===== config.mk =====
export PLATFORM = sky130hd
export DESIGN_NAME = image_header_size_parser_top
export DESIGN_NICKNAME = d
export VERILOG_FILES = /design/src/design/ihsp_pkg.sv /design/src/design/image_header_size_parser_top.sv /design/src/design/ihsp_step.sv
export VERILOG_INCLUDE_DIRS = /design/src /design/src/design
export SDC_FILE = /design/constraint.sdc
export NUM_CORES = 1
export LEC_CHECK = 0
export ABC_CLOCK_PERIOD_IN_PS = 5000
export BUFFER_PORTS_ARGS = -buffer_cell sky130_fd_sc_hd__buf_4
export CORE_MARGIN = 4
export CORE_UTILIZATION = 50
export CTS_CLUSTER_SIZE = 25
export DETAILED_ROUTE_END_ITERATION = 8
export PLACE_DENSITY = 0.8
export SYNTH_ARGS = -nofsm -noshare
export SYNTH_HDL_FRONTEND = slang
export SYNTH_SLANG_ARGS = --single-unit
export TNS_END_PERCENT = 20

===== constraint.sdc =====
create_clock -name clk -period 5 [get_ports clk]
set_input_delay 0.5 -clock clk [delete_from_list [all_inputs] [get_ports clk]]
set_output_delay 0.5 -clock clk [all_outputs]
set_load 0.01 [all_outputs]

===== src/design/image_header_size_parser_top_defines.svh =====
// ---------------------------------------------------------------------------
// Image header size parser - assertion macros
// Concurrent checks used by the parser top level; empty when SYNTH is set.
// ---------------------------------------------------------------------------
`ifndef IMAGE_HEADER_SIZE_PARSER_TOP_DEFINES_SVH
`define IMAGE_HEADER_SIZE_PARSER_TOP_DEFINES_SVH

`ifndef SYNTH
// Same-cycle implication, sampled on clk, off while rst_n is low.
`define IHSP_ASSERT_IMPL(lbl, ante, cons) \
    lbl: assert property (@(posedge clk) disable iff (!rst_n) (ante) |-> (cons)) \
        else $error("ihsp: same-cycle check failed");
// Next-cycle implication, sampled on clk, off while rst_n is low.
`define IHSP_ASSERT_NEXT(lbl, ante, cons) \
    lbl: assert property (@(posedge clk) disable iff (!rst_n) (ante) |=> (cons)) \
        else $error("ihsp: next-cycle check failed");
`else
`define IHSP_ASSERT_IMPL(lbl, ante, cons)
`define IHSP_ASSERT_NEXT(lbl, ante, cons)
`endif

`endif


===== src/design/ihsp_pkg.sv =====
// ---------------------------------------------------------------------------
// Image header size parser - package
// Types, signature tables and the reset state of the per-file parser.
// ---------------------------------------------------------------------------
`timescale 1ns / 1ps
`default_nettype none

package ihsp_pkg;

    // Byte position saturates here; reaching it means the file is long enough.
    localparam int unsigned MinFileLen = 24;
    localparam int unsigned PosW       = 5;

    // Candidate format bits
    localparam int unsigned CandJpeg = 0;
    localparam int unsigned CandGif  = 1;
    localparam int unsigned CandPng  = 2;

    typedef enum logic [1:0] {
        FMT_UNKNOWN = 2'd0,
        FMT_JPEG    = 2'd1,
        FMT_GIF     = 2'd2,
        FMT_PNG     = 2'd3
    } image_format_t;

    // JPEG segment walk
    typedef enum logic [3:0] {
        PH_SIG,
        PH_FF,
        PH_CODE,
        PH_LENH,
        PH_LENL,
        PH_SKIP,
        PH_SOFSKIP,
        PH_HH,
        PH_HL,
        PH_WH,
        PH_WL,
        PH_DONE
    } parse_phase_t;

    typedef struct packed {
        logic [PosW-1:0] pos;
        parse_phase_t    phase;
        logic [2:0]      cand;
        logic [15:0]     skip;
        logic [7:0]      len_hi;
        logic [31:0]     width;
        logic [31:0]     height;
        logic            size_done;
    } parse_state_t;

    typedef struct packed {
        image_format_t format;
        logic          found;
        logic [31:0]   width;
        logic [31:0]   height;
    } parse_result_t;

    localparam parse_state_t ResetState = '{
        pos:       '0,
        phase:     PH_SIG,
        cand:      3'b111,
        skip:      '0,
        len_hi:    '0,
        width:     '0,
        height:    '0,
        size_done: 1'b0
    };

    localparam logic [7:0] PngSig [8] = '{8'h89, 8'h50, 8'h4E, 8'h47,
                                          8'h0D, 8'h0A, 8'h1A, 8'h0A};
    localparam logic [7:0] IhdrTag [4] = '{8'h49, 8'h48, 8'h44, 8'h52};
    localparam logic [7:0] GifTag  [4] = '{8'h47, 8'h49, 8'h46, 8'h00};
    localparam logic [7:0] JpegHead[4] = '{8'hFF, 8'hD8, 8'hFF, 8'hE0};
    localparam logic [7:0] JfifTag [4] = '{8'h4A, 8'h46, 8'h49, 8'h46};

    localparam logic [7:0] MarkerPrefix = 8'hFF;
    localparam logic [15:0] SofHeadSkip = 16'd3;

    // Start-of-frame markers: C0-C3 and C9-CB
    function automatic logic is_sof(input logic [7:0] code);
        logic r;
        r = ((code >= 8'hC0) && (code <= 8'hC3)) || ((code >= 8'hC9) && (code <= 8'hCB));
        return r;
    endfunction

endpackage

`default_nettype wire


===== src/design/image_header_size_parser_top.sv =====
// ---------------------------------------------------------------------------
// Image header size parser - top level
// Result: registered, so it appears on the master side in the cycle after the
//   transfer of the closing byte (s_axis_tlast high).
// Throughput: one byte per cycle, as the state update is combinational; a new
//   byte is taken in the cycle a waiting result drains, a held result stalls it.
// Reset: rst_n asynchronous, active low; clears parser state and output valid.
// ---------------------------------------------------------------------------
`timescale 1ns / 1ps
`default_nettype none
`include "image_header_size_parser_top_defines.svh"

module image_header_size_parser_top (
    input  wire logic        clk,
    input  wire logic        rst_n,
    // Byte stream in
    input  wire logic        s_axis_tvalid,
    output logic             s_axis_tready,
    input  wire logic [7:0]  s_axis_tdata,   // [7:0] data_byte
    input  wire logic        s_axis_tlast,   // end_of_file
    // Size result out, one per file
    output logic             m_axis_tvalid,
    input  wire logic        m_axis_tready,
    output logic [71:0]      m_axis_tdata    // [1:0] image_format, [2] found,
                                             // [34:3] image_width,
                                             // [66:35] image_height, rest zero
);

    ihsp_pkg::parse_state_t  state_reg;
    ihsp_pkg::parse_state_t  state_next;
    ihsp_pkg::parse_result_t step_res;
    ihsp_pkg::parse_result_t result_reg;
    logic                    out_valid_reg;
    logic                    in_xfer;

    // Input is taken whenever the output register is free or drains now
    assign s_axis_tready = !out_valid_reg || m_axis_tready;
    assign in_xfer       = s_axis_tvalid && s_axis_tready;

    ihsp_step u_step (
        .cur         (state_reg),
        .data_byte   (s_axis_tdata),
        .end_of_file (s_axis_tlast),
        .nxt         (state_next),
        .res         (step_res)
    );

    // Parser state moves one byte per transfer
    always_ff @(posedge clk or negedge rst_n)
    begin
        if (!rst_n)
            state_reg <= ihsp_pkg::ResetState;
        else if (in_xfer)
            state_reg <= state_next;
    end

    // Output valid: set on the closing byte, cleared when the result is taken
    always_ff @(posedge clk or negedge rst_n)
    begin
        if (!rst_n)
            out_valid_reg <= 1'b0;
        else if (in_xfer && s_axis_tlast)
            out_valid_reg <= 1'b1;
        else if (m_axis_tready)
            out_valid_reg <= 1'b0;
    end

    // Result payload, no reset needed
    always_ff @(posedge clk)
    begin
        if (in_xfer && s_axis_tlast)
            result_reg <= step_res;
    end

    assign m_axis_tvalid = out_valid_reg;
    assign m_axis_tdata  = {5'd0, result_reg.height, result_reg.width,
                            result_reg.found, result_reg.format};

    // A held result blocks the input side
    `IHSP_ASSERT_IMPL(a_stall_blocks_input, out_valid_reg && !m_axis_tready, !s_axis_tready)
    // The closing byte always yields a result next cycle
    `IHSP_ASSERT_NEXT(a_eof_gives_result, in_xfer && s_axis_tlast, out_valid_reg)
    // After the closing byte the parser starts afresh
    `IHSP_ASSERT_NEXT(a_eof_restarts, in_xfer && s_axis_tlast,
        state_reg.pos == '0 && state_reg.cand == 3'b111 && state_reg.size_done == 1'b0)
    // A failed result carries no format and no size
    `IHSP_ASSERT_IMPL(a_failed_is_zero, out_valid_reg && !result_reg.found,
        result_reg.format == ihsp_pkg::FMT_UNKNOWN && result_reg.width == 32'd0 &&
        result_reg.height == 32'd0)

endmodule

`default_nettype wire


===== src/design/ihsp_step.sv =====
// ---------------------------------------------------------------------------
// Image header size parser - byte step
// Combinational update of the parser state for one byte, plus the result
// formed when that byte closes the file.
// ---------------------------------------------------------------------------
`timescale 1ns / 1ps
`default_nettype none

module ihsp_step (
    input  wire ihsp_pkg::parse_state_t  cur,
    input  wire logic [7:0]              data_byte,
    input  wire logic                    end_of_file,
    output ihsp_pkg::parse_state_t       nxt,
    output ihsp_pkg::parse_result_t      res
);

    ihsp_pkg::parse_state_t walked;

    // Signature checks, accumulators and the JPEG segment walk
    always_comb
    begin
        logic [ihsp_pkg::PosW-1:0] p;
        logic [4:0]      p6;
        logic [4:0]      p12;
        logic [15:0]     seg_len;
        p       = cur.pos;
        p6      = cur.pos - 5'd6;
        p12     = cur.pos - 5'd12;
        seg_len = {cur.len_hi, data_byte};
        walked  = cur;

        if ((p < 5'd3) && (data_byte != ihsp_pkg::GifTag[p[1:0]]))
            walked.cand[ihsp_pkg::CandGif] = 1'b0;
        if ((p < 5'd8) && (data_byte != ihsp_pkg::PngSig[p[2:0]]))
            walked.cand[ihsp_pkg::CandPng] = 1'b0;
        if ((p >= 5'd12) && (p < 5'd16) && (data_byte != ihsp_pkg::IhdrTag[p12[1:0]]))
            walked.cand[ihsp_pkg::CandPng] = 1'b0;
        if ((p < 5'd4) && (data_byte != ihsp_pkg::JpegHead[p[1:0]]))
            walked.cand[ihsp_pkg::CandJpeg] = 1'b0;
        if ((p >= 5'd6) && (p < 5'd10) && (data_byte != ihsp_pkg::JfifTag[p6[1:0]]))
            walked.cand[ihsp_pkg::CandJpeg] = 1'b0;

        // GIF: little-endian 16-bit width and height at bytes 6-9
        if (walked.cand[ihsp_pkg::CandGif])
        begin
            if (p == 5'd6)
                walked.width = {24'd0, data_byte};
            else if (p == 5'd7)
                walked.width = walked.width | {16'd0, data_byte, 8'd0};
            else if (p == 5'd8)
                walked.height = {24'd0, data_byte};
            else if (p == 5'd9)
            begin
                walked.height    = walked.height | {16'd0, data_byte, 8'd0};
                walked.size_done = 1'b1;
            end
        end

        // PNG: big-endian 32-bit width and height at bytes 16-23
        if (walked.cand[ihsp_pkg::CandPng])
        begin
            if ((p >= 5'd16) && (p < 5'd20))
                walked.width = {walked.width[23:0], data_byte};
            else if ((p >= 5'd20) && (p < 5'd24))
            begin
                walked.height = {walked.height[23:0], data_byte};
                if (p == 5'd23)
                    walked.size_done = 1'b1;
            end
        end

        if (walked.cand[ihsp_pkg::CandJpeg])
        begin
            unique case (cur.phase)
                ihsp_pkg::PH_SIG:
                    if (p >= 5'd1)
                        walked.phase = ihsp_pkg::PH_FF;
                ihsp_pkg::PH_FF:
                    if (data_byte != ihsp_pkg::MarkerPrefix)
                        walked.cand[ihsp_pkg::CandJpeg] = 1'b0;
                    else
                        walked.phase = ihsp_pkg::PH_CODE;
                ihsp_pkg::PH_CODE:
                    if (ihsp_pkg::is_sof(data_byte))
                    begin
                        walked.skip  = ihsp_pkg::SofHeadSkip;
                        walked.phase = ihsp_pkg::PH_SOFSKIP;
                    end
                    else
                        walked.phase = ihsp_pkg::PH_LENH;
                ihsp_pkg::PH_LENH:
                begin
                    walked.len_hi = data_byte;
                    walked.phase  = ihsp_pkg::PH_LENL;
                end
                ihsp_pkg::PH_LENL:
                    if (seg_len < 16'd2)
                        walked.cand[ihsp_pkg::CandJpeg] = 1'b0;
                    else if (seg_len == 16'd2)
                        walked.phase = ihsp_pkg::PH_FF;
                    else
                    begin
                        walked.skip  = seg_len - 16'd2;
                        walked.phase = ihsp_pkg::PH_SKIP;
                    end
                ihsp_pkg::PH_SKIP:
                begin
                    walked.skip = cur.skip - 16'd1;
                    if (cur.skip == 16'd1)
                        walked.phase = ihsp_pkg::PH_FF;
                end
                ihsp_pkg::PH_SOFSKIP:
                begin
                    walked.skip = cur.skip - 16'd1;
                    if (cur.skip == 16'd1)
                        walked.phase = ihsp_pkg::PH_HH;
                end
                ihsp_pkg::PH_HH:
                begin
                    walked.height = {16'd0, data_byte, 8'd0};
                    walked.phase  = ihsp_pkg::PH_HL;
                end
                ihsp_pkg::PH_HL:
                begin
                    walked.height = walked.height | {24'd0, data_byte};
                    walked.phase  = ihsp_pkg::PH_WH;
                end
                ihsp_pkg::PH_WH:
                begin
                    walked.width = {16'd0, data_byte, 8'd0};
                    walked.phase = ihsp_pkg::PH_WL;
                end
                ihsp_pkg::PH_WL:
                begin
                    walked.width     = walked.width | {24'd0, data_byte};
                    walked.size_done = 1'b1;
                    walked.phase     = ihsp_pkg::PH_DONE;
                end
                default:
                    walked.phase = cur.phase;
            endcase
        end

        // Saturating byte count
        if (cur.pos != ihsp_pkg::PosW'(ihsp_pkg::MinFileLen))
            walked.pos = cur.pos + 5'd1;
    end

    // Next state: back to reset after the closing byte
    always_comb
    begin
        if (end_of_file)
            nxt = ihsp_pkg::ResetState;
        else
            nxt = walked;
    end

    // Result for the closing byte
    always_comb
    begin
        ihsp_pkg::image_format_t fmt;
        fmt = ihsp_pkg::FMT_UNKNOWN;
        if ((walked.pos == ihsp_pkg::PosW'(ihsp_pkg::MinFileLen)) && walked.size_done)
        begin
            unique case (walked.cand)
                3'b001:  fmt = ihsp_pkg::FMT_JPEG;
                3'b010:  fmt = ihsp_pkg::FMT_GIF;
                3'b100:  fmt = ihsp_pkg::FMT_PNG;
                default: fmt = ihsp_pkg::FMT_UNKNOWN;
            endcase
        end
        res.format = fmt;
        res.found  = (fmt != ihsp_pkg::FMT_UNKNOWN);
        res.width  = (fmt != ihsp_pkg::FMT_UNKNOWN) ? walked.width  : 32'd0;
        res.height = (fmt != ihsp_pkg::FMT_UNKNOWN) ? walked.height : 32'd0;
    end

endmodule

`default_nettype wire


### After elaboration in Yosys (flattened, before gate mapping)

Memory sizes are Yosys's and may differ from the RTL's.
Index checks and enable logic that the tools add are counted.

* bitwise gates (word level): 8
* add/subtract/negate cells: 5
* reduce and logical (&&, ||, !) cells: 28
* equal/unequal tests: 35
* multiplexer cells: 59
* $lt $le $gt $ge: 21

Operator list (count)
* $mux 33: 5
* $mux 65: 2
* $mux 32: 4
* $pmux 32 s2: 2
* $mux 101: 1
* $mux 90: 1
* $mux 8: 11
* $bmux 8 s2: 4
* $or 32x16->32: 2
* $or 32x8->32: 2
* $mux 16: 3
* $pmux 16 s3: 1
* $pmux 4 s11: 1
* $ne 8x8->1: 5
* $mux 4: 6
* $eq 16x1->1 const B: 1
* $eq 16x2->1 const B: 1
* $eq 4x3->1 const B: 4
* $ge 8x8->1 const B: 2
* $le 8x8->1 const B: 2
* $lt 16x2->1 const B: 1
* $sub 16x1->16 const B: 1
* $sub 16x2->16 const B: 1
* $lt 5x5->1 const B: 3
* 44 further kinds: 90

* ROM bits: 64
* bits in registers: 169
* memories kept: 1
* output and inout port bits: 74

Memory list
* (name not given): words 8, bits a word 8, rd ports 1, clocked after Yosys merged registers in 0, write ports 0, RTL line ihsp_step.sv:34 `if ((p < 5'd8) && (data_byte != ihsp_pkg::PngSig[p[2:0]]))`

### Depth between registers and ports, before layout

* word-level depth: 19
* gate-level depth with buffers: 14
* gate-level depth less buffers: 9

### Hierarchy

Synthesis repeated with hierarchy kept, for this count alone.

* cell total of the unflattened synthesis: 1022
* area total of the unflattened synthesis: 10654.0 um^2

By module, submodules not included
* image_header_size_parser_top: cells an instance 292, times used 1, area each 6328.6 um^2
* ihsp_step: cells an instance 730, times used 1, area each 4325.4 um^2

### Worst setup path before layout

No wires, ideal clock.

* path type: input port to flip-flop
* start point: input port s_axis_tlast
* end point: register result_reg, in the netlist m_axis_tdata[0], enable pin
* stages on the path: 3
* path slack: 0.597 ns
* setup time: 0.496 ns
* data required time: 4.504 ns
* data arrival time: 3.907 ns
* path through: clkbuf_1 clkinv_1 nor2_1

* cells in the longest elaborated chain, start to end: 1

RTL lines
* start: declaration: RTL line image_header_size_parser_top.sv:20 `input wire logic s_axis_tlast,`
* $logic_and 1x1->1: RTL line image_header_size_parser_top.sv:71 `if (in_xfer && s_axis_tlast)`
* end signal: assignment: RTL line image_header_size_parser_top.sv:72 `result_reg <= step_res;`
* end: declaration: RTL line image_header_size_parser_top.sv:32 `ihsp_pkg::parse_result_t result_reg;`

No other way between the ends.
A chain may end at the register's enable or synchronous reset.

### Worst setup path in the final report

* start point: register state_reg[96] (netlist name)
* end point: register result_reg, in the netlist m_axis_tdata[12] (data pin)

* cells in the longest elaborated chain, start to end: 17
* elaborated cells between the ends (all ways): 83
* those cells by class: 3 x add/sub; 11 x order compare; 15 x eq/ne; 37 x mux; 5 x bitwise; 11 x reduce/logical; 1 x memory

RTL lines
* start: declaration: RTL line image_header_size_parser_top.sv:29 `ihsp_pkg::parse_state_t state_reg;`
* start signal: assignment: RTL line image_header_size_parser_top.sv:52 `state_reg <= ihsp_pkg::ResetState;`
* start signal: assignment: RTL line image_header_size_parser_top.sv:54 `state_reg <= state_next;`
* $not 2->3 (implied by the code): RTL line ihsp_step.sv:32, ihsp_step.sv:38
* $bmux 8 s2: RTL line ihsp_step.sv:32 `if ((p < 5'd3) && (data_byte != ihsp_pkg::GifTag[p[1:0]]))`
* $mux 8 (implied by the code) (2 in series): RTL line ihsp_step.sv:32
* $ne 8x8->1: RTL line ihsp_step.sv:32
* $logic_and 1x1->1: RTL line ihsp_step.sv:32
* $mux 1: RTL line ihsp_step.sv:32
* $mux 65: RTL line ihsp_step.sv:44 `if (walked.cand[ihsp_pkg::CandGif])`
* $mux 1: RTL line ihsp_step.sv:67 `if (p == 5'd23)`
* $mux 33: RTL line ihsp_step.sv:64 `else if ((p >= 5'd20) && (p < 5'd24))`
* $mux 33: RTL line ihsp_step.sv:62 `if ((p >= 5'd16) && (p < 5'd20))`
* $mux 65: RTL line ihsp_step.sv:60 `if (walked.cand[ihsp_pkg::CandPng])`
* $mux 1: RTL line ihsp_step.sv:74 `unique case (cur.phase)`
* $mux 90: RTL line ihsp_step.sv:72 `if (walked.cand[ihsp_pkg::CandJpeg])`
* $logic_and 1x1->1: RTL line ihsp_step.sv:163 `if ((walked.pos == ihsp_pkg::PosW'(ihsp_pkg::MinFileLen)) && walked.size_done)`
* $mux 2: RTL line ihsp_step.sv:163
* $reduce_bool 2->1: RTL line ihsp_step.sv:174 `res.width = (fmt != ihsp_pkg::FMT_UNKNOWN) ? walked.width : 32'd0;`

Several ways; a longest one is shown, not always the timed one. The select of a mux whose other input is x is not followed.

==> metrics.md <==
| Metric | Value |
|---|---|
| Gpl congestion | `0.9321` |
| Worst hold slack | `0.1439 ns` |
| Cell Pwr Density | `342.8 mW/mm^2` |
| WP data arrival | `4.40 ns` |
| H-tree levels | `4` |
| Metal2 WL | `10,790 um` |
| Syn-to-layout area delta | `12.93%` |
| Cell Count, Final, Fillers Out | `1,166` |
| CTS tree | `done` |
| Ys async rst share | `60.36%` |
| Final Cell Area | `0.01058 sq mm` |
| CP peak stage delay | `0.63 ns` |
| Post-DP HPWL | `15,200 um` |
| Slew Viols, Final | `0` |
| Largest net degree at the start of global routing | `66` |
| Top layer in use | `met4` |
| Synth Cell Area | `0.009369 sq mm` |
| Die W | `144.9 um` |
| Average size of a mapped cell | `10.49 sq um` |
| Buffers on Ports | `81` |
| Wl on met1 | `10,360 um` |
| RSZ-0062 raised after global routing | `no` |
| Count leader, synth | `dfrtp_1` |
| Post-CTS setup buffers | `0` |
| Setup WS post-layout | `0.7605 ns` |
| Register area | `0.004568 sq mm` |
| Layout fillers | `1,498` |
| Max Fclk | `235.9 MHz` |
| Vias in the first global route | `7,261` |
| Setup TNS | `0 ns` |
| Crit path max fanout | `37` |
| Cell family with most CP delay | `simple AND/OR/NAND/NOR gates` |
| Crit end category | `flop` |
| CTS Buf Count | `17` |
| Drt initial violations | `1,060` |
| Post-synth top area share | `26.44%` |
| Cell with the largest stage delay on the worst path | `and2_1` |
| Slew @ Worst Pin | `1.194 ns` |
| Minimum clock period after layout | `4.240 ns` |
| Worst slack at placement | `0.8653 ns` |
| Synth Flop Type | `dfrtp_1` |
| Sequential-to-total area share from yosys stat | `48.76%` |
| Number of synthesized flops with an enable pin | `67` |
| # rows | `49` |
| Hold Path Class | `input port to async pin` |
| I/O pins | `87` |
| Drt drc | `0` |
| Die ar. | `0.02099 sq mm` |
| CP Cell Sequence | `inv_1 > ha_1 > or4_1 > o22ai_1 > a32o_1 > and2_1 > and3_1 > mux2_4 > buf_12 > nor3_1` |
| Core box area | `0.01821 sq mm` |
| Chip height | `144.9 um` |
| Netlist cell types | `71` |
| DR vias/cell | `6.522` |
| Global-route wire length before repair | `38,720 um` |
| CP startpoint kind | `flop` |
| Nets | `948` |
| CP Class | `flop to flop` |
| Number of inserted diodes | `0` |
| Layout cells sized above 1 | `17.50%` |
| Hold-fix buffers at CTS | `0` |
| DR vias | `7,605` |
| Root buffer cell | `clkbuf_16` |
| Placed Instance Area | `0.009991 sq mm` |
| FF+latch count, synth | `169` |
| Final setup fails | `0` |
| Hold Violations, Final | `0` |
| Multi-input logic area | `0.004334 sq mm` |
| Routed Antenna Nets | `0` |
| Dominant cells by area after synthesis | `dfrtp_1 26%, edfxtp_1 21%, a22o_1 5.1%` |
| Final Cycle Share | `84.79%` |
| Drt pass-1 iters | `6` |
| Reg clk slew, reported paths | `0.07 ns` |
| Post-Route Skew | `0.008551 ns` |
| Total congestion overflow | `0` |
| Post-CTS Resized | `0` |
| Drt wl/cell | `20.30 um` |
| Buf/Inv on CP | `2` |
| CTS sink cnt | `169` |
| Met3 wire length | `2080 um` |
| Yosys top cell by area | `dfrtp_1` |
| Cells after DPL | `1,134` |
| Starting Density | `51.45%` |
| Cells after Synth | `893` |
| Initial antenna violation count | `0` |
| CTS Buffer Depth | `2` |
| Max-cap violations | `0` |
| WL final | `23,670 um` |
| Worst EP required | `5.16 ns` |
| Peak VDD IR | `0.0002820 V` |
| Commonest cells in the netlist | `99 x dfrtp_1, 67 x edfxtp_1, 62 x nand2_1, 62 x o21ai_0, 55 x a22o_1` |
| Status | `complete, no violations` |
| Max FFs per register | `101` |
| Total GRT Usage | `23.17%` |
| Worst skew pair latency | `0.43 ns` |
| Leakage power | `3.985 nW` |
| Rel. slew slack | `20.43%` |
| YS warnings | `0` |
==> layer usage <==
layer  up-vias  GRT usage, %
li1       3452             -
met1      3700         33.76
met2       411         35.46
met3        42         4.108
met4         0         7.216
met5         -             0
==> logic make-up after synthesis <==
family | Yosys count | share of synthesized area (%)
adders and majority gates | 11 | 1.469
muxes | 35 | 3.806
and+or+nand+nor | 277 | 18.02
other | 1 | 0.04003
buffers and inverters | 104 | 5.248
AOI/OAI and AO/OA | 266 | 19.86
xor gates and xnor gates | 30 | 2.804
DFF | 169 | 48.76
==> worst paths after layout <==
check	cells past startpoint	endpoint	slack, ns	startpoint
max	10	m_axis_tdata[12]$_SDFFCE_PN0P_	0.76	state_reg[96]$_DFFE_PN0P_
min	1	state_reg[82]$_DFFE_PN0P_	0.14	rst_n
max reg2reg	10	m_axis_tdata[12]$_SDFFCE_PN0P_	0.76	state_reg[96]$_DFFE_PN0P_
min reg2reg	1	state_reg[61]$_DFFE_PN0P_	0.50	state_reg[61]$_DFFE_PN0P_
max in group asynchronous	2	state_reg[91]$_DFFE_PN1P_	3.78	rst_n
min in group clk	3	m_axis_tvalid$_DFFE_PN0P_	0.44	m_axis_tready
==> cell usage in the layout (no fill, tap or decap), drive strengths merged, types with 6 or more instances in the layout <==
cell type / count
dfrtp: 99
buf: 95
edfxtp: 67
o21ai: 63
nand2: 62
a22o: 55
nor3: 51
a21oi: 41
a22oi: 34
mux2i: 33
nor4b: 33
nor2: 30
inv: 24
xnor2: 20
clkbuf: 18
a32oi: 14
nand3: 14
nor4: 12
nand4: 11
and2: 11
ha: 11
xor2: 10
a32o: 9
o22ai: 9
nand2b: 8
nor2b: 8
or3: 7
nor3b: 7
o31ai: 7
a31oi: 6
==> metrics by stage <==
stage	util, %	total power, mW
CTS	58.10	3.628
detailed placement	54.87	2.323
floorplan	-	2.135
finish	58.10	3.627
global placement	54.87	2.300
global route	58.10	3.792
==> power by group <==
part | total [mW] | internal (mW) | switching [mW] | leakage [nW]
Clock | 1.31 | 0.712 | 0.601 | 0.280
Combinational | 0.672 | 0.240 | 0.432 | 1.66
Sequential | 1.64 | 1.51 | 0.128 | 2.04
Total | 3.63 | 2.47 | 1.16 | 3.98
==> area by class of cell <==
cell class	count	share of cell area [%]
flip-flops and latches	169	43.18
multi-input cells	624	40.97
clock buffers	18	4.056
inverters	17	0.6031
repair buffers	95	6.977
clock inverters	14	1.514
well taps	229	2.708
Note: power is estimated with default switching activity, not from simulation.
